`config.mk`:
```
export PLATFORM = sky130hd
export DESIGN_NAME = radix_string_converter_top
export DESIGN_NICKNAME = d
export VERILOG_FILES = /design/src/hw/rtl/rsc_pkg.sv /design/src/hw/rtl/rsc_div_unit.sv /design/src/hw/rtl/rsc_digit_stack.sv /design/src/hw/rtl/radix_string_converter_top.sv
export SDC_FILE = /design/constraint.sdc
export NUM_CORES = 1
export LEC_CHECK = 0
export BUFFER_PORTS_ARGS = -buffer_cell sky130_fd_sc_hd__clkbuf_2
export CORE_MARGIN = 10
export CORE_UTILIZATION = 60
export CTS_BUF_LIST = sky130_fd_sc_hd__clkbuf_4 sky130_fd_sc_hd__clkbuf_8
export CTS_CLUSTER_DIAMETER = 30
export DETAILED_ROUTE_END_ITERATION = 8
export GPL_TIMING_DRIVEN = 0
export PLACE_DENSITY = 0.73
export RECOVER_POWER = 100
export SYNTH_ARGS = -nofsm -noshare
export SYNTH_HDL_FRONTEND = slang
export SYNTH_SLANG_ARGS = --single-unit
```
`constraint.sdc`:
```
create_clock -name clk -period 25.4 [get_ports clk]
set_input_delay 5.08 -clock clk [delete_from_list [all_inputs] [get_ports clk]]
set_output_delay 5.08 -clock clk [all_outputs]
set_load 0.03 [all_outputs]
```
`src/hw/rtl/rsc_pkg.sv`:
```
// ----------------------------------------------------------------------------
// rsc_pkg
// Shared types, constants and helpers for the radix string converter.
// ----------------------------------------------------------------------------
package rsc_pkg;

	localparam int VALUE_W     = 32;
	localparam int CHAR_W      = 8;
	localparam int DIGIT_W     = 4;
	localparam int BASE_W      = 5;
	localparam int ALPHA_N     = 16;
	localparam int MAX_BASE    = 16;
	localparam int CFG_DATA_W  = 64;
	localparam int CFG_IDX_W   = 3;
	localparam int STACK_DEPTH = VALUE_W;
	localparam int STACK_AW    = $clog2(STACK_DEPTH);
	localparam int STACK_CW    = STACK_AW + 1;
	localparam int DIV_STEPS   = 8;

	localparam logic [CHAR_W-1:0] CHAR_MINUS = 8'h2D;
	localparam logic [CHAR_W-1:0] CHAR_PLUS  = 8'h2B;
	localparam logic [CHAR_W-1:0] CHAR_NUL   = 8'h00;

	localparam logic [BASE_W-1:0] BASE_RESET = 5'd10;

	typedef enum logic [CFG_IDX_W-1:0] {
		CFG_SRC_LO  = 3'd0,
		CFG_SRC_HI  = 3'd1,
		CFG_DST_LO  = 3'd2,
		CFG_DST_HI  = 3'd3,
		CFG_SRC_LEN = 3'd4,
		CFG_DST_LEN = 3'd5
	} cfg_idx_t;

	typedef struct packed {
		logic push;
		logic pop;
	} stk_cmd_t;

	function automatic logic [BASE_W-1:0] clamp_len(input logic [BASE_W-1:0] n);
		logic [BASE_W-1:0] r;
		r = n;
		if (n < BASE_W'(2))
			r = BASE_W'(2);
		else if (n > BASE_W'(MAX_BASE))
			r = BASE_W'(MAX_BASE);
		return r;
	endfunction

	function automatic logic [CHAR_W-1:0] alpha_char(
		input logic [CFG_DATA_W-1:0] lo,
		input logic [CFG_DATA_W-1:0] hi,
		input logic [DIGIT_W-1:0]    k
	);
		logic [2*CFG_DATA_W-1:0] all;
		all = {hi, lo};
		return all[k*CHAR_W +: CHAR_W];
	endfunction

endpackage

```
`src/hw/rtl/rsc_div_unit.sv`:
```
// ----------------------------------------------------------------------------
// rsc_div_unit
// Iterative restoring divider: 32-bit dividend by a radix of up to 16,
// several quotient bits per cycle. Pulses done with quotient and remainder.
// ----------------------------------------------------------------------------
module rsc_div_unit (
	input  logic                          clk,
	input  logic                          arst_n,
	input  logic                          start,
	input  logic [rsc_pkg::VALUE_W-1:0]   dividend,
	input  logic [rsc_pkg::BASE_W-1:0]    divisor,
	output logic                          done,
	output logic [rsc_pkg::VALUE_W-1:0]   quotient,
	output logic [rsc_pkg::DIGIT_W-1:0]   remainder
);
	import rsc_pkg::*;

	localparam int NCYC  = VALUE_W / DIV_STEPS;
	localparam int CNT_W = (NCYC > 1) ? $clog2(NCYC) : 1;
	localparam logic [CNT_W-1:0] CNT_LAST = CNT_W'(NCYC - 1);

	logic [VALUE_W-1:0] dq_q, dq_n;
	logic [DIGIT_W-1:0] rem_q, rem_n;
	logic [CNT_W-1:0]   cnt_q;
	logic               busy_q, done_q;

	always_comb begin
		logic [BASE_W-1:0] t;
		dq_n  = dq_q;
		rem_n = rem_q;
		for (int i = 0; i < DIV_STEPS; i++) begin
			t    = {rem_n, dq_n[VALUE_W-1]};
			dq_n = {dq_n[VALUE_W-2:0], 1'b0};
			if (t >= divisor) begin
				t       = t - divisor;
				dq_n[0] = 1'b1;
			end
			rem_n = t[DIGIT_W-1:0];
		end
	end

	always_ff @(posedge clk or negedge arst_n) begin
		if (!arst_n) begin
			busy_q <= 1'b0;
			done_q <= 1'b0;
			cnt_q  <= '0;
		end else if (start) begin
			busy_q <= 1'b1;
			done_q <= 1'b0;
			cnt_q  <= '0;
		end else if (busy_q) begin
			cnt_q <= cnt_q + CNT_W'(1);
			if (cnt_q == CNT_LAST) begin
				busy_q <= 1'b0;
				done_q <= 1'b1;
			end
		end else begin
			done_q <= 1'b0;
		end
	end

	always_ff @(posedge clk) begin
		if (start) begin
			dq_q  <= dividend;
			rem_q <= '0;
		end else if (busy_q) begin
			dq_q  <= dq_n;
			rem_q <= rem_n;
		end
	end

	assign done      = done_q;
	assign quotient  = dq_q;
	assign remainder = rem_q;

endmodule

```
`src/hw/rtl/rsc_digit_stack.sv`:
```
// ----------------------------------------------------------------------------
// rsc_digit_stack
// Last-in first-out store for output digits: digits come in least
// significant first and leave most significant first.
// ----------------------------------------------------------------------------
module rsc_digit_stack (
	input  logic                           clk,
	input  logic                           arst_n,
	input  rsc_pkg::stk_cmd_t              cmd,
	input  logic [rsc_pkg::DIGIT_W-1:0]    push_digit,
	output logic [rsc_pkg::DIGIT_W-1:0]    top_digit,
	output logic [rsc_pkg::STACK_CW-1:0]   count
);
	import rsc_pkg::*;

	logic [DIGIT_W-1:0]  mem_q [STACK_DEPTH];
	logic [STACK_CW-1:0] cnt_q;
	logic [STACK_CW-1:0] top_idx;

	assign top_idx = cnt_q - STACK_CW'(1);

	always_ff @(posedge clk or negedge arst_n) begin
		if (!arst_n) begin
			cnt_q <= '0;
		end else if (cmd.push && cnt_q != STACK_CW'(STACK_DEPTH)) begin
			cnt_q <= cnt_q + STACK_CW'(1);
		end else if (cmd.pop && cnt_q != '0) begin
			cnt_q <= top_idx;
		end
	end

	always_ff @(posedge clk) begin
		if (cmd.push && cnt_q != STACK_CW'(STACK_DEPTH))
			mem_q[cnt_q[STACK_AW-1:0]] <= push_digit;
	end

	assign top_digit = mem_q[top_idx[STACK_AW-1:0]];
	assign count     = cnt_q;

endmodule

```
`src/hw/rtl/radix_string_converter_top.sv`:
```
// ----------------------------------------------------------------------------
// radix_string_converter_top
// Number string conversion between two configurable digit alphabets.
// ----------------------------------------------------------------------------
// A string arrives one character per word, an optional leading sign first,
// and each character that is not the last is taken as soon as it is offered.
// The last character starts the conversion: after the setup state the shared
// divider produces the destination digits one at a time, each through a start
// state, the divider's iterations of eight quotient bits each and a wait state
// that stores the digit on done; the sign and digits then leave one word per
// cycle while out_stall is low. The input is stalled from the last character
// until the final output word sits in the output register.
module radix_string_converter_top (
	input  logic                             clk,
	input  logic                             arst_n,
	input  logic                             in_valid,
	output logic                             in_stall,
	input  logic [rsc_pkg::CHAR_W-1:0]       in_char,
	input  logic                             in_last,
	output logic                             out_valid,
	input  logic                             out_stall,
	output logic [rsc_pkg::CHAR_W-1:0]       out_char,
	output logic                             out_last,
	input  logic                             cfg_we,
	input  logic [rsc_pkg::CFG_IDX_W-1:0]    cfg_index,
	input  logic [rsc_pkg::CFG_DATA_W-1:0]   cfg_data
);
	import rsc_pkg::*;

	typedef enum logic [2:0] {
		ST_IDLE,
		ST_PREP,
		ST_START,
		ST_WAIT,
		ST_EMIT
	} state_t;

	state_t state_q;

	logic [CFG_DATA_W-1:0] src_lo_q, src_hi_q, dst_lo_q, dst_hi_q;
	logic [BASE_W-1:0]     src_len_q, dst_len_q;

	logic [VALUE_W-1:0] acc_q;
	logic               neg_q, start_q, bad_q;
	logic [VALUE_W-1:0] mag_q;
	logic               sign_pend_q;

	logic               out_valid_q, out_last_q;
	logic [CHAR_W-1:0]  out_char_q;

	logic [BASE_W-1:0]  slen, dlen;
	logic               found;
	logic [DIGIT_W-1:0] pos;
	logic               in_acc, is_sign, out_free, emit_go;
	logic [VALUE_W-1:0] acc_next, val, mag;

	logic               div_done;
	logic [VALUE_W-1:0] div_quot;
	logic [DIGIT_W-1:0] div_rem;

	stk_cmd_t            stk_cmd;
	logic [DIGIT_W-1:0]  stk_top;
	logic [STACK_CW-1:0] stk_cnt;

	assign slen = clamp_len(src_len_q);
	assign dlen = clamp_len(dst_len_q);

	// first match wins: scan from the top so the lowest index lands last
	always_comb begin
		found = 1'b0;
		pos   = '0;
		for (int k = ALPHA_N - 1; k >= 0; k--) begin
			if (BASE_W'(k) < slen && in_char != CHAR_NUL &&
			    alpha_char(src_lo_q, src_hi_q, DIGIT_W'(k)) == in_char) begin
				found = 1'b1;
				pos   = DIGIT_W'(k);
			end
		end
	end

	assign acc_next = acc_q * VALUE_W'(slen) + VALUE_W'(pos);
	assign in_acc   = in_valid && !in_stall;
	assign is_sign  = start_q && (in_char == CHAR_MINUS || in_char == CHAR_PLUS);
	assign in_stall = (state_q != ST_IDLE);

	assign val = bad_q ? '0 : (neg_q ? (VALUE_W'(0) - acc_q) : acc_q);
	assign mag = val[VALUE_W-1] ? (VALUE_W'(0) - val) : val;

	assign out_free = !out_valid_q || !out_stall;
	assign emit_go  = (state_q == ST_EMIT) && out_free;

	always_comb begin
		stk_cmd.push = (state_q == ST_WAIT) && div_done;
		stk_cmd.pop  = (state_q == ST_EMIT) && out_free && !sign_pend_q;
	end

	rsc_div_unit u_div (
		.clk       (clk),
		.arst_n    (arst_n),
		.start     (state_q == ST_START),
		.dividend  (mag_q),
		.divisor   (dlen),
		.done      (div_done),
		.quotient  (div_quot),
		.remainder (div_rem)
	);

	rsc_digit_stack u_stack (
		.clk        (clk),
		.arst_n     (arst_n),
		.cmd        (stk_cmd),
		.push_digit (div_rem),
		.top_digit  (stk_top),
		.count      (stk_cnt)
	);

	always_ff @(posedge clk or negedge arst_n) begin
		if (!arst_n) begin
			src_lo_q  <= '0;
			src_hi_q  <= '0;
			dst_lo_q  <= '0;
			dst_hi_q  <= '0;
			src_len_q <= BASE_RESET;
			dst_len_q <= BASE_RESET;
		end else if (cfg_we) begin
			case (cfg_idx_t'(cfg_index))
				CFG_SRC_LO:  src_lo_q  <= cfg_data;
				CFG_SRC_HI:  src_hi_q  <= cfg_data;
				CFG_DST_LO:  dst_lo_q  <= cfg_data;
				CFG_DST_HI:  dst_hi_q  <= cfg_data;
				CFG_SRC_LEN: src_len_q <= cfg_data[BASE_W-1:0];
				CFG_DST_LEN: dst_len_q <= cfg_data[BASE_W-1:0];
				default: ;
			endcase
		end
	end

	always_ff @(posedge clk or negedge arst_n) begin
		if (!arst_n) begin
			state_q     <= ST_IDLE;
			acc_q       <= '0;
			neg_q       <= 1'b0;
			start_q     <= 1'b1;
			bad_q       <= 1'b0;
			sign_pend_q <= 1'b0;
			mag_q       <= '0;
			out_valid_q <= 1'b0;
			out_last_q  <= 1'b0;
			out_char_q  <= '0;
		end else begin
			if (emit_go)
				out_valid_q <= 1'b1;
			else if (!out_stall)
				out_valid_q <= 1'b0;
			case (state_q)
				ST_IDLE: begin
					if (in_acc) begin
						start_q <= 1'b0;
						if (is_sign)
							neg_q <= (in_char == CHAR_MINUS);
						else if (found)
							acc_q <= acc_next;
						else
							bad_q <= 1'b1;
						if (in_last)
							state_q <= ST_PREP;
					end
				end
				ST_PREP: begin
					mag_q       <= mag;
					sign_pend_q <= val[VALUE_W-1];
					acc_q       <= '0;
					neg_q       <= 1'b0;
					start_q     <= 1'b1;
					bad_q       <= 1'b0;
					state_q     <= ST_START;
				end
				ST_START: begin
					state_q <= ST_WAIT;
				end
				ST_WAIT: begin
					if (div_done) begin
						mag_q <= div_quot;
						// stop once the quotient runs out or this digit fills the stack
						if (div_quot == '0 || stk_cnt == STACK_CW'(STACK_DEPTH - 1))
							state_q <= ST_EMIT;
						else
							state_q <= ST_START;
					end
				end
				ST_EMIT: begin
					if (out_free) begin
						if (sign_pend_q) begin
							out_char_q  <= CHAR_MINUS;
							out_last_q  <= 1'b0;
							sign_pend_q <= 1'b0;
						end else begin
							out_char_q <= alpha_char(dst_lo_q, dst_hi_q, stk_top);
							out_last_q <= (stk_cnt == STACK_CW'(1));
							if (stk_cnt == STACK_CW'(1))
								state_q <= ST_IDLE;
						end
					end
				end
				default: state_q <= ST_IDLE;
			endcase
		end
	end

	assign out_valid = out_valid_q;
	assign out_char  = out_char_q;
	assign out_last  = out_last_q;

endmodule

```
Yosys cells after proc, flatten, opt, wreduce, memory -nomap -nowiden
Memories as Yosys holds them, arrays and structs flattened.
Index checks and enable logic that the tools add are counted.

operators by class
  mux-type cells = 98
  multiply operators = 1
  eq/ne operators = 43
  reductions and logical operators = 71
  shift-type cells = 1
  order comparisons = 28
  $add $sub $neg = 14

operator list
  operator                                           number
  2-to-1 mux 32 bit                                  9
  == test 8 bit                                      16
  case mux 32 bit (2 select lines)                   2
  indexed part select 128 x 8 -> 8 bit               1
  2-to-1 mux 4 bit                                   24
  subtractor 1 x 32 -> 32 bit, first input constant  2
  2-to-1 mux 1 bit                                   42
  greater-or-equal comparator 5 bit                  8
  < comparator 4 x 5 -> 1 bit, first input constant  8
  logical AND 1 bit                                  39
  adder 32 x 4 -> 32 bit                             1
  logical NOT 32 bit                                 1
  multiplier 32 x 5 -> 32 bit                        1
  subtractor 4 bit                                   8
  2-to-1 mux 3 bit                                   7
  < comparator 3 x 5 -> 1 bit, first input constant  4
  2-to-1 mux 5 bit                                   4
  AND reduction 2 bit                                10
  == test 8 x 6 -> 1 bit, second input constant      2
  inequality test 2 bit, second input constant       8
  case mux 3 bit (5 select lines)                    1
  == test 3 x 2 -> 1 bit, second input constant      4
  2-to-1 mux 6 bit                                   2
  > comparator 5 bit, second input constant          2
  27 further kinds                                   50

word-level totals
  flip-flop bits (word level) = 393
  logic and storage cells = 279
  RAM bits = 128
  output and inout bits = 11
  memories kept = 1

memory list
  memory         depth  width  rd ports  clocked after Yosys merged registers in  write ports  RTL line               source
  u_stack.mem_q  32     4      1         0                                        1            rsc_digit_stack.sv:16  logic [DIGIT_W-1:0] mem_q [STACK_DEPTH];

Longest topological paths before layout
Gate-level depths: netlist (run 1).

  depth in word-level cells = 27
  gate-level depth with buffers = 65
  gate-level depth less buffers = 64

By module
From an unflattened synthesis (run 1), not the netlist that was laid out.

unflattened totals
  cells, all modules = 2771
  area total of the unflattened synthesis = 32128.3 µm²

by module, submodules not included
  module                      cells an instance  seq. area each (µm²)  times used  area an instance (µm²)
  radix_string_converter_top  2119               8689.6                1           22912.0
  rsc_digit_stack             323                3993.8                1           5718.0
  rsc_div_unit                329                1141.1                1           3498.4

Least setup slack after synthesis (run 1)
Ideal clock, no wire load.

  path type = reg2reg
  start = reg dst_len_q[3]
  end = reg u_div.rem_q[1], in the netlist u_div.remainder[1]
  cell stages (with the launch flop) = 66
  data required time = 25271 ps
  clock period less this slack = 12988 ps
  arrival time = 12859 ps
  setup time = 129 ps
  setup slack = 12412 ps
  cell sequence = dfstp_2 nor2_1 o21ai_0 ha_1 nor2b_1 o21ai_0 nand3b_1 a21o_1 a21o_1 mux2i_1 ha_1 nor2b_1 o21ai_0 nand3b_1 a21o_1 a21o_1 mux2i_1 ha_1 (+30 left out) o21ai_0 inv_1 ha_1 nor2b_1 o21ai_0 nand3b_1 a21o_1 a21o_1 mux2i_1 ha_1 o21ai_0 a21boi_0 o21ai_0 nand2b_1 a21o_1 mux2_2 mux2i_1 nor2_1

between the ends
  longest elaborated chain between the ends = 19
  elaborated cells between the ends (all ways) = 28
  classes of those cells = add/sub (8); order compare (10); mux (10)

ends and longest elaborated chain
  what                                                                   RTL line                                source
  start: declaration                                                     radix_string_converter_top.sv:41        logic [BASE_W-1:0] src_len_q, dst_len_q;
  start signal: assignment                                               radix_string_converter_top.sv:132       CFG_DST_LEN: dst_len_q <= cfg_data[BASE_W-1:0];
  > comparator 5 bit                                                     rsc_pkg.sv:45                           else if (n > BASE_W'(MAX_BASE))
  2-to-1 mux 5 bit                                                       rsc_pkg.sv:45
  2-to-1 mux 5 bit (*)                                                   rsc_pkg.sv:43                           if (n < BASE_W'(2))
  subtractor 4 bit or greater-or-equal comparator 5 bit (tied branches)  rsc_div_unit.sv:35, rsc_div_unit.sv:34
  2-to-1 mux 4 bit                                                       rsc_div_unit.sv:34                      if (t >= divisor) begin
  subtractor 4 bit or greater-or-equal comparator 5 bit (tied branches)  rsc_div_unit.sv:35, rsc_div_unit.sv:34
  2-to-1 mux 4 bit                                                       rsc_div_unit.sv:34
  subtractor 4 bit or greater-or-equal comparator 5 bit (tied branches)  rsc_div_unit.sv:35, rsc_div_unit.sv:34
  (+3 left out)                                                          n/a
  greater-or-equal comparator 5 bit or subtractor 4 bit (tied branches)  rsc_div_unit.sv:34, rsc_div_unit.sv:35
  2-to-1 mux 4 bit                                                       rsc_div_unit.sv:34
  subtractor 4 bit or greater-or-equal comparator 5 bit (tied branches)  rsc_div_unit.sv:35, rsc_div_unit.sv:34
  2-to-1 mux 4 bit                                                       rsc_div_unit.sv:34
  greater-or-equal comparator 5 bit or subtractor 4 bit (tied branches)  rsc_div_unit.sv:34, rsc_div_unit.sv:35
  2-to-1 mux 4 bit                                                       rsc_div_unit.sv:34
  subtractor 4 bit or greater-or-equal comparator 5 bit (tied branches)  rsc_div_unit.sv:35, rsc_div_unit.sv:34
  2-to-1 mux 4 bit (*)                                                   rsc_div_unit.sv:34
  end signal: assignment                                                 rsc_div_unit.sv:68                      rem_q <= rem_n;
  end: declaration                                                       rsc_div_unit.sv:23                      logic [DIGIT_W-1:0] rem_q, rem_n;

Every way passes the cells marked *; elsewhere a longest branch is shown, timed or not.
A chain may end at the register's enable or synchronous reset.

Worst setup path after layout (run 1)
Same ends and word-level chain as after synthesis.

==> results of run 1 <==
## metrics by stage
step	cell area, µm²	std cells	hold slack (ns)
6_report	35300	3718	0.466
5_1_grt	35300	3716	0.496
3_3_place_gp	32800	3509	0.447
3_5_place_dp	33000	3514	0.454
2_1_floorplan	31600	2745	0.439
4_1_cts	35500	3716	0.461
## cell usage after synthesis (26+ instances only)
cell,instances
a22oi_1,26
mux2_2,318
nor3_1,37
xor2_1,97
dfrtp_1,352
buf_2,41
o31ai_1,34
nor2_1,138
mux4_2,39
a21o_1,26
edfxtp_1,160
fa_1,94
nor4_1,28
ha_1,110
xnor2_1,133
inv_1,117
o21ai_0,90
mux2i_1,85
and2_1,63
nor2b_1,31
nand4_1,29
clkbuf_1,109
nand3_1,38
nand2_1,208
a21oi_1,76
## placed cells by master (no fill, tap or decap), types with 21 or more instances in the layout
cell      netlist  layout
nor3_1         37      37
and2_1         63      63
inv_1         117     117
o21ai_0        90      96
a31oi_1        22      22
dfrtp_1       352     352
clkbuf_4        0      21
mux2i_1        85      85
edfxtp_1      160     160
clkbuf_2        0      68
fa_1           94      94
nand4_1        29      29
clkbuf_1      109     147
nor4_1         28      28
a22oi_1        26      26
xor2_1         97      97
a21o_1         26      26
nand3_1        38      38
clkbuf_8        0     119
ha_1          110     110
nand2_1       208     208
o31ai_1        34      34
buf_2          41      32
or3_1          22      22
mux2_2        318     312
mux4_2         39      39
a21oi_1        76      76
xnor2_1       133     133
nor2_1        138     138
nor2b_1        31      31
## layer usage
metal  track usage  routed length [µm]
met1         0.388               37900
met3        0.0484                6730
met2         0.439               40500
met5             0                   0
met4        0.0917                2500
## cell type report
cell class / count / share of cell area
multi-input combinational: 1936 / 0.467
inverter: 117 / 0.0124
sequential: 521 / 0.391
buffer: 171 / 0.0207
antenna: 2 / 0.000142
timing repair buffer: 89 / 0.0119
clock buffer: 140 / 0.0508
clock inverter: 62 / 0.0218
tap: 680 / 0.0241
## cell families after synthesis
| kind of cell | count (synthesis) | share of synthesized area |
|---|---|---|
| AOI/OAI and AO/OA | 386 | 0.0814 |
| muxes | 444 | 0.170 |
| buffers and inverters | 288 | 0.0379 |
| and+or+nand+nor | 672 | 0.106 |
| DFF | 521 | 0.438 |
| adders and majority gates | 204 | 0.103 |
| xor gates and xnor gates | 230 | 0.0638 |
## how the worst max path moves through the flow
stage,start,to,slack [ns],cells past startpoint
after global routing,dst_len_q[3]$_DFFE_PN1P_,u_div.remainder[1]$_SDFFE_PP0P_,9.37,66
final,dst_len_q[3]$_DFFE_PN1P_,u_div.remainder[1]$_SDFFE_PP0P_,10.80,66
after floorplan,dst_len_q[3]$_DFFE_PN1P_,u_div.remainder[1]$_SDFFE_PP0P_,12.41,65
after detailed placement,u_div.remainder[0]$_SDFFE_PP0P_,u_div.remainder[1]$_SDFFE_PP0P_,11.45,63
after CTS,u_div.remainder[0]$_SDFFE_PP0P_,u_div.remainder[1]$_SDFFE_PP0P_,11.37,63
after global placement,dst_len_q[3]$_DFFE_PN1P_,u_div.remainder[1]$_SDFFE_PP0P_,10.76,65
## registers in the layout, indices dropped and copies added (netlist names)
name and count:
out_valid 1, dst_len_q 5, start_q 1, mag_q 32, bad_q 1, out_char 8
u_div.busy_q 1, src_hi_q 64, out_last 1, u_div.quotient 32, src_lo_q 64, sign_pend_q 1
neg_q 1, u_div.remainder 4, state_q 3, dst_lo_q 64, u_div.cnt_q 2, u_stack.mem_q 128
acc_q 32, u_div.done 1, dst_hi_q 64, src_len_q 5, u_stack.count 6
## critical path, delay by kind of cell (launching register included)
kind | cells | cell delay (ns)
AND/OR/NAND/NOR | 17 | 2.13
multiplexers | 7 | 2.19
AO/OA/AOI/OAI | 28 | 6.19
buffers and inverters | 6 | 1.02
adder cells (fa/ha/maj) | 8 | 2.32
flip-flops | 1 | 0.58
==> flow_metrics.py, run 1 <==
metrics = {
    "place": {
        "place.port_buffers": 84,
        "post-place-ws_ns": 11.45,
        "place_hpwl_mm": 64.5,
        "gp_congestion": 0.946,
    },
    "setup_path": {
        "r2r_start": "dst_len_q[3]$_DFFE_PN1P_",
        "cp-end-kind": "flop",
        "crit_type": "flop to flop",
        "required_ns": 25.97,
        "cp.arrival_ns": 15.17,
        "slowest_delay_ns": 0.64,
        "cp_slowest_cell": "o21ai_0",
        "cp_max_fo": 9,
        "reg2reg_to": "u_div.remainder[1]$_SDFFE_PP0P_",
        "rr_worst_depth": 66,
        "rrSetupSlack_ns": 10.80,
        "cp-start-kind": "flop",
        "crit_top_cell": "o21ai_0",
    },
    "clocking": {
        "ctsResizeCount": 0,
        "cts_root_buffer": "clkbuf_8",
        "cts_max_level": 3,
        "cts_buffer_depth": 3,
        "numCtsBuffers": 107,
        "cts_hold_buf": 0,
        "clkTransAtPathRegs_ns": 0.06,
        "clock_latency_ns": 0.73,
        "post-cts-setup-buffers": 0,
        "cts_tree": "built",
        "cts.sinks": 521,
    },
    "routing": {
        "routed_via_density": 6.19,
        "drc": 0,
        "dr.first_iter.drc_count": 2242,
        "wl_mm": 87.6,
        "dr_total_vias": 23000,
        "drt.antenna.violating_nets": 0,
        "firstDrtPassIters": 5,
        "drt-wirelength-per-cell_um": 23.6,
    },
    "synthesis": {
        "synth_warnings": 0,
        "ys_ff_latch": 521,
        "syn_area_um2": 31600,
        "yosys-top-cells-area": "dfrtp_1 (28%), edfxtp_1 (15%), mux2_2 (11%)",
        "ys_async_sr_fraction": 0.685,
        "ys_types": 81,
        "yosysTopAreaCellShare": 0.279,
        "syn_avg_cell_area_um2": 11.5,
        "yosysTopAreaCell": "dfrtp_1",
        "synth_nets": 3030,
        "ys.flop_type": "dfrtp_1",
        "syn_inst": 2745,
        "synth-edff-count": 160,
        "seq_area_frac_synth": 0.438,
    },
    "floorplan": {
        "die_y_um": 249,
        "row_count": 83,
        "boundaryPins": 92,
        "start_util": 0.610,
        "die_width_um": 249,
        "die-area_um2": 62200,
        "core-area_um2": 51700,
    },
    "worst_hold_path": {
        "holdCritPathClass": "flop to flop",
        "hp-start": "start_q$_DFFE_PN1P_",
        "hold_path_depth": 2,
        "worst_hold_path.endpoint": "start_q$_DFFE_PN1P_",
    },
    "grt": {
        "grt-ovfl-total": 0,
        "grt_pass1_wl_mm": 137,
        "grt_max_degree": 114,
        "grt_pass1_vias": 23500,
        "antenna_found_initial": 1,
        "grt_use_total": 0.279,
    },
    "timing": {
        "hold_viol": 0,
        "maxSlewHeadroom": -2.98,
        "clock_skew_ns": 0.0657,
        "slew_viol_final": 393,
        "period_share": 0.575,
        "tightest_slew_ns": 5.96,
        "final.setup.worst_slack_ns": 10.80,
        "rsz0062_at_grt": "false",
        "setup_viol_count_final": 0,
        "period_needed_ns": 14.60,
        "clock.fmax_ghz": 0.0685,
        "finalSetupTns_ns": 0,
    },
    "layout": {
        "multi_input_area_um2": 16500,
        "area_growth_pct": 12.0,
        "regArea_um2": 13800,
        "nets": 3228,
        "drive_above_1_share": 0.225,
        "fill_cells": 3906,
        "fin_util": 0.683,
    },
    "flow_run": {
        "drv_cap": 5,
    },
    "status": {
        "outcome": "finished, violations left",
        "violations": "capacitance limit, slew limit",
    },
}
Power of run 1 is left out: the tool's default activity adds up to more than one toggle a clock period on the data nets, which glitch-free logic cannot reach.
==> run 2: changes to the inputs <==
Settings changed: CORE_UTILIZATION 60 to 59, PLACE_DENSITY 0.73 to 0.75.
Clock period 25.4 ns to 13.1 ns, I/O delays scaled along.
==> run 2 against run 1 <==
The flow still finishes with violations (capacitance limit, slew limit). Register-to-register slack worse by 10 ns. Final cell count increased by 0.30%. Flip-flop and latch count stayed put. First-iteration DRC count decreased by 1.2%. Worst hold slack better by 0.0067 ns. Die area is 1.6% higher. Clock skew fell by 0.0012 ns. Worst setup slack worse by 10 ns. Critical path depth shrank 5. Global-route usage down 0.64 points. Sequential share of layout area fell by 0.23 points. Design area is 0.63% higher.
==> flow_metrics.py, run 2 (same netlist as run 1, synthesis figures left out) <==
metrics = {
    "place": {
        "place_inst": 3522,
        "place.port_buffers": 84,
        "gp_congestion": 0.970,
        "place_hpwl_mm": 63.5,
        "placed_area_um2": 33000,
    },
    "grt": {
        "grt_pass1_vias": 23300,
        "antenna_found_initial": 3,
        "grt_max_degree": 117,
        "grt_pass1_wl_mm": 135,
        "grt_use_total": 0.273,
        "grt-ovfl-total": 0,
    },
    "setup_path": {
        "crit_top_cell": "ha_1",
        "cp.arrival_ns": 12.88,
        "cp-end-kind": "flop",
        "cp-start-kind": "flop",
        "crit_type": "flop to flop",
        "slowest_delay_ns": 0.52,
        "required_ns": 13.69,
        "cp_slowest_cell": "o311a_2",
        "cp_max_fo": 8,
    },
    "clocking": {
        "numCtsBuffers": 105,
        "cts_max_level": 3,
        "clock_latency_ns": 0.74,
        "cts_root_buffer": "clkbuf_8",
        "cts_buffer_depth": 3,
        "cts_hold_buf": 0,
        "cts_tree": "built",
        "cts.sinks": 521,
        "clkTransAtPathRegs_ns": 0.06,
    },
    "routing": {
        "drc": 0,
        "drt-wirelength-per-cell_um": 23.2,
        "dr.first_iter.drc_count": 2214,
        "wl_mm": 86.5,
        "drt.antenna.violating_nets": 0,
        "firstDrtPassIters": 6,
        "routed_via_density": 6.16,
        "dr_total_vias": 23000,
    },
    "timing": {
        "slew_viol_final": 376,
        "finalSetupTns_ns": 0,
        "hold_viol": 0,
        "clock.fmax_ghz": 0.0814,
        "hold-worst-slack_ns": 0.472,
        "period_share": 0.938,
        "rsz0062_at_grt": "false",
        "tightest_slew_ns": 5.96,
        "maxSlewHeadroom": -2.97,
        "period_needed_ns": 12.29,
        "setup_viol_count_final": 0,
        "clock_skew_ns": 0.0645,
    },
    "status": {
        "violations": "capacitance limit, slew limit",
        "outcome": "finished, violations left",
    },
    "floorplan": {
        "start_util": 0.598,
        "core-area_um2": 52800,
        "die_width_um": 251,
        "row_count": 84,
        "die-area_um2": 63100,
        "boundaryPins": 92,
        "die_y_um": 251,
    },
    "layout": {
        "final_cell_mix": "dfrtp_1 (352), mux2_2 (317), nand2_1 (207), edfxtp_1 (160)",
        "stdcell_count": 3729,
        "nets": 3231,
        "largest_reg_flops": 128,
        "postLayoutCellArea_um2": 35600,
        "drive_above_1_share": 0.237,
        "area_growth_pct": 12.7,
        "layout_commonest_cell": "dfrtp_1",
    },
    "flow_run": {
        "drv_cap": 5,
    },
    "worst_hold_path": {
        "holdCritPathClass": "flop to flop",
    },
}
[run 2: critical path: cells and delay by family (launching register included)]
kind	cells	cell delay (ns)
adder cells (fa/ha/maj)	8	2.31
AO/OA/AOI/OAI	26	5.27
AND/OR/NAND/NOR	15	1.84
flip-flops	1	0.42
buffers and inverters	5	0.47
multiplexers	7	1.79
[run 2: final timing paths]
check / start / to / slack (ns) / cells past startpoint
setup / recovery: dst_len_q[2]$_DFFE_PN0P_ / u_div.remainder[1]$_SDFFE_PP0P_ / 0.81 / 61
hold / removal: start_q$_DFFE_PN1P_ / start_q$_DFFE_PN1P_ / 0.47 / 2
setup reg to reg: dst_len_q[2]$_DFFE_PN0P_ / u_div.remainder[1]$_SDFFE_PP0P_ / 0.81 / 61
hold reg to reg: start_q$_DFFE_PN1P_ / start_q$_DFFE_PN1P_ / 0.47 / 2
max in group asynchronous: arst_n / mag_q[18]$_DFFE_PN0P_ / 2.38 / 3
min in group asynchronous: arst_n / dst_lo_q[28]$_DFFE_PN0P_ / 2.39 / 1
[run 2: area by class of cell]
type	count	area [µm²]
multi-input cells	1936	16600
clock buffers	130	1670
fillers	3906	17200
repair buffers	94	468
plain buffers	171	737
inverters	117	443
flip-flops and latches	521	13800
well taps	688	861
clock inverters	68	953
diodes	4	10.0
[run 2: what timing repair did]
item,CTS,global route
pin swaps,1,1
resized for setup,15,14
setup buffers,3,2
endpoints found under the setup margin,5,5
[run 2: layer usage]
metal	global-route usage	routed length [µm]	up-vias	part of all wire
met2	0.434	40600	949	0.47
li1	-	-	10200	-
met1	0.375	36800	11700	0.43
met5	0.00154	13	-	0.00015
met3	0.0513	7070	147	0.082
met4	0.0843	2000	2	0.023
[run 2: stage by stage]
| step | worst slack, ns | utilization |
|---|---|---|
| after floorplan | 0.112 | - |
| after global placement | -1.54 | 0.622 |
| after detailed placement | -0.966 | 0.625 |
| after CTS | 0.0889 | 0.676 |
| after global routing | 0.00763 | 0.674 |
| final | 0.808 | 0.674 |
Power of run 2 is left out for the same reason.
==> run 3: changes to the inputs <==
Settings changed: SLEW_MARGIN set to 20, SYNTH_HIERARCHICAL set to 1.
==> run 3 against run 2 <==
The run still ends with capacitance limit, slew limit left. Area after synthesis rose by 1.8%. Flip-flop and latch count did not move. Via count rose by 1.9%. Clock-buffer cell count rose by 6. Worst setup slack improved by 0.12 ns. Design area rose by 0.65%. Critical endpoint is now u_div/remainder[2]$_SDFFE_PP0P_.
==> flow_metrics.py, run 3 <==
metrics = {
    "status": {
        "outcome": "finished, violations left",
        "violations": "capacitance limit, slew limit",
    },
    "grt": {
        "antenna_found_initial": 6,
        "grt_max_degree": 93,
        "grt_pass1_vias": 24200,
        "grt-ovfl-total": 0,
        "grt_use_total": 0.278,
        "grt_pass1_wl_mm": 139,
    },
    "setup_path": {
        "cp.arrival_ns": 12.78,
        "cp-start-kind": "flop",
        "required_ns": 13.71,
        "slowest_delay_ns": 0.55,
        "cp-end-kind": "flop",
        "critPathTopFamily": "compound AO/OA/AOI/OAI gates",
        "cp_max_fo": 10,
        "critPathBufInv": 7,
        "crit_type": "flop to flop",
        "crit_top_cell": "ha_1",
        "cp_slowest_cell": "dfstp_2",
    },
    "floorplan": {
        "boundaryPins": 92,
        "die_y_um": 253,
        "die-area_um2": 64200,
        "row_count": 85,
        "core-area_um2": 53900,
        "start_util": 0.596,
        "die_width_um": 253,
    },
    "timing": {
        "hold_viol": 0,
        "clock.fmax_ghz": 0.0821,
        "period_share": 0.929,
        "period_needed_ns": 12.18,
        "slew_viol_final": 399,
        "clock_skew_ns": 0.0262,
        "hold-worst-slack_ns": 0.471,
        "tightest_slew_ns": 4.91,
        "setup_viol_count_final": 0,
        "maxSlewHeadroom": -2.27,
        "rsz0062_at_grt": "false",
        "finalSetupTns_ns": 0,
    },
    "layout": {
        "layout_commonest_cell": "dfrtp_1",
        "fill_cells": 4008,
        "drive_above_1_share": 0.238,
        "postLayoutCellArea_um2": 35800,
        "regArea_um2": 13800,
        "final_cell_mix": "dfrtp_1 (352), mux2_2 (313), nand2_1 (214), edfxtp_1 (160), xnor2_1 (155)",
        "area_growth_pct": 11.4,
        "nets": 3257,
        "multi_input_area_um2": 17100,
        "largest_reg_flops": 128,
    },
    "worst_hold_path": {
        "holdCritPathClass": "flop to flop",
    },
    "place": {
        "gp_congestion": 0.918,
        "place_hpwl_mm": 65.3,
        "place.port_buffers": 84,
        "placed_area_um2": 33600,
    },
    "clocking": {
        "cts_max_level": 3,
        "cts.sinks": 521,
        "clock_latency_ns": 0.71,
        "numCtsBuffers": 104,
        "cts_tree": "built",
        "cts_root_buffer": "clkbuf_8",
        "clkTransAtPathRegs_ns": 0.06,
        "cts_buffer_depth": 3,
    },
    "synthesis": {
        "synth_common_cells": "dfrtp_1 (352), mux2_2 (314), nand2_1 (214)",
        "ys_ff_latch": 521,
        "synth-edff-count": 160,
        "ys_async_sr_fraction": 0.685,
        "yosysTopAreaCellShare": 0.274,
        "ys.flop_type": "dfrtp_1",
        "ys_types": 104,
        "seq_area_frac_synth": 0.430,
        "yosys-top-cells-area": "dfrtp_1 (27%), edfxtp_1 (15%), mux2_2 (11%)",
        "synth_nets": 3056,
        "syn_inst": 2771,
        "synth.most_common_cell": "dfrtp_1",
        "synth_warnings": 6,
        "syn_area_um2": 32100,
        "syn_avg_cell_area_um2": 11.6,
        "yosysTopAreaCell": "dfrtp_1",
    },
    "routing": {
        "drc": 0,
        "routed_via_density": 6.23,
        "drt.antenna.violating_nets": 0,
        "firstDrtPassIters": 6,
        "dr_total_vias": 23400,
        "drt-wirelength-per-cell_um": 23.5,
        "dr.first_iter.drc_count": 2260,
        "wl_mm": 88.3,
    },
    "flow_run": {
        "drv_cap": 6,
    },
}
==> run 3: path summary, 6_finish.rpt <==
kind / slack (ns) / cells after the start / from / to
worst min register to register: 0.47 / 2 / start_q$_DFFE_PN1P_ / start_q$_DFFE_PN1P_
worst max register to register: 0.92 / 52 / dst_len_q[1]$_DFFE_PN1P_ / u_div/remainder[2]$_SDFFE_PP0P_
min in group asynchronous: 2.36 / 1 / arst_n / dst_hi_q[58]$_DFFE_PN0P_
worst max-delay path: 0.92 / 52 / dst_len_q[1]$_DFFE_PN1P_ / u_div/remainder[2]$_SDFFE_PP0P_
max in group asynchronous: 2.53 / 3 / arst_n / mag_q[16]$_DFFE_PN0P_
worst min-delay path: 0.47 / 2 / start_q$_DFFE_PN1P_ / start_q$_DFFE_PN1P_
==> run 3: stage by stage <==
stage,setup slack [ns],util,instances
floorplan,2.44,-,2771
global placement,0.456,0.620,3551
detailed placement,0.653,0.622,3556
CTS,0.574,0.667,3748
global route,0.0607,0.664,3755
finish,0.924,0.664,3760
==> run 3: metal layers <==
metal / global-route usage / part of all wire / up-vias
met1: 0.375 / 0.42 / 11900
met3: 0.0488 / 0.072 / 157
met5: 0 / 0.00026 / -
met4: 0.102 / 0.029 / 4
li1: - / - / 10400
met2: 0.446 / 0.48 / 948
==> run 3: cell families (layout without fill, tap and decap cells) <==
family | after synthesis | after routing | synth area share
AO/OA/AOI/OAI | 404 | 404 | 0.0853
XOR/XNOR | 211 | 211 | 0.0578
adder cells (fa/ha/maj) | 204 | 204 | 0.101
buffers and inverters | 282 | 569 | 0.0365
flip-flops | 521 | 521 | 0.430
multiplexers | 420 | 420 | 0.171
other | 0 | 6 | 0
AND/OR/NAND/NOR | 729 | 729 | 0.117
==> run 3: timing repair <==
| item | 4_1_cts | 5_1_grt |
|---|---|---|
| setup buffers | 0 | 6 |
| endpoints found under the setup margin | 0 | 5 |
| resized for setup | 0 | 3 |
| hold buffers | 0 | 0 |
==> run 3: cell type report <==
cell class | instances | share of cell area
Clock inverter | 56 | 0.0179
Multi-Input combinational cell | 1968 | 0.477
Inverter | 109 | 0.0115
Sequential cell | 521 | 0.386
Tap cell | 696 | 0.0243
Timing Repair Buffer | 95 | 0.0130
Clock buffer | 136 | 0.0490
Buffer | 173 | 0.0208
Antenna cell | 6 | 0.000419
==> run 3: worst min-delay path, cell delays in order (launching register included) <==
cell     delay (ns)
dfstp_2        0.37
nand2_1        0.05
nand2_1        0.05
Power of run 3 is left out for the same reason.
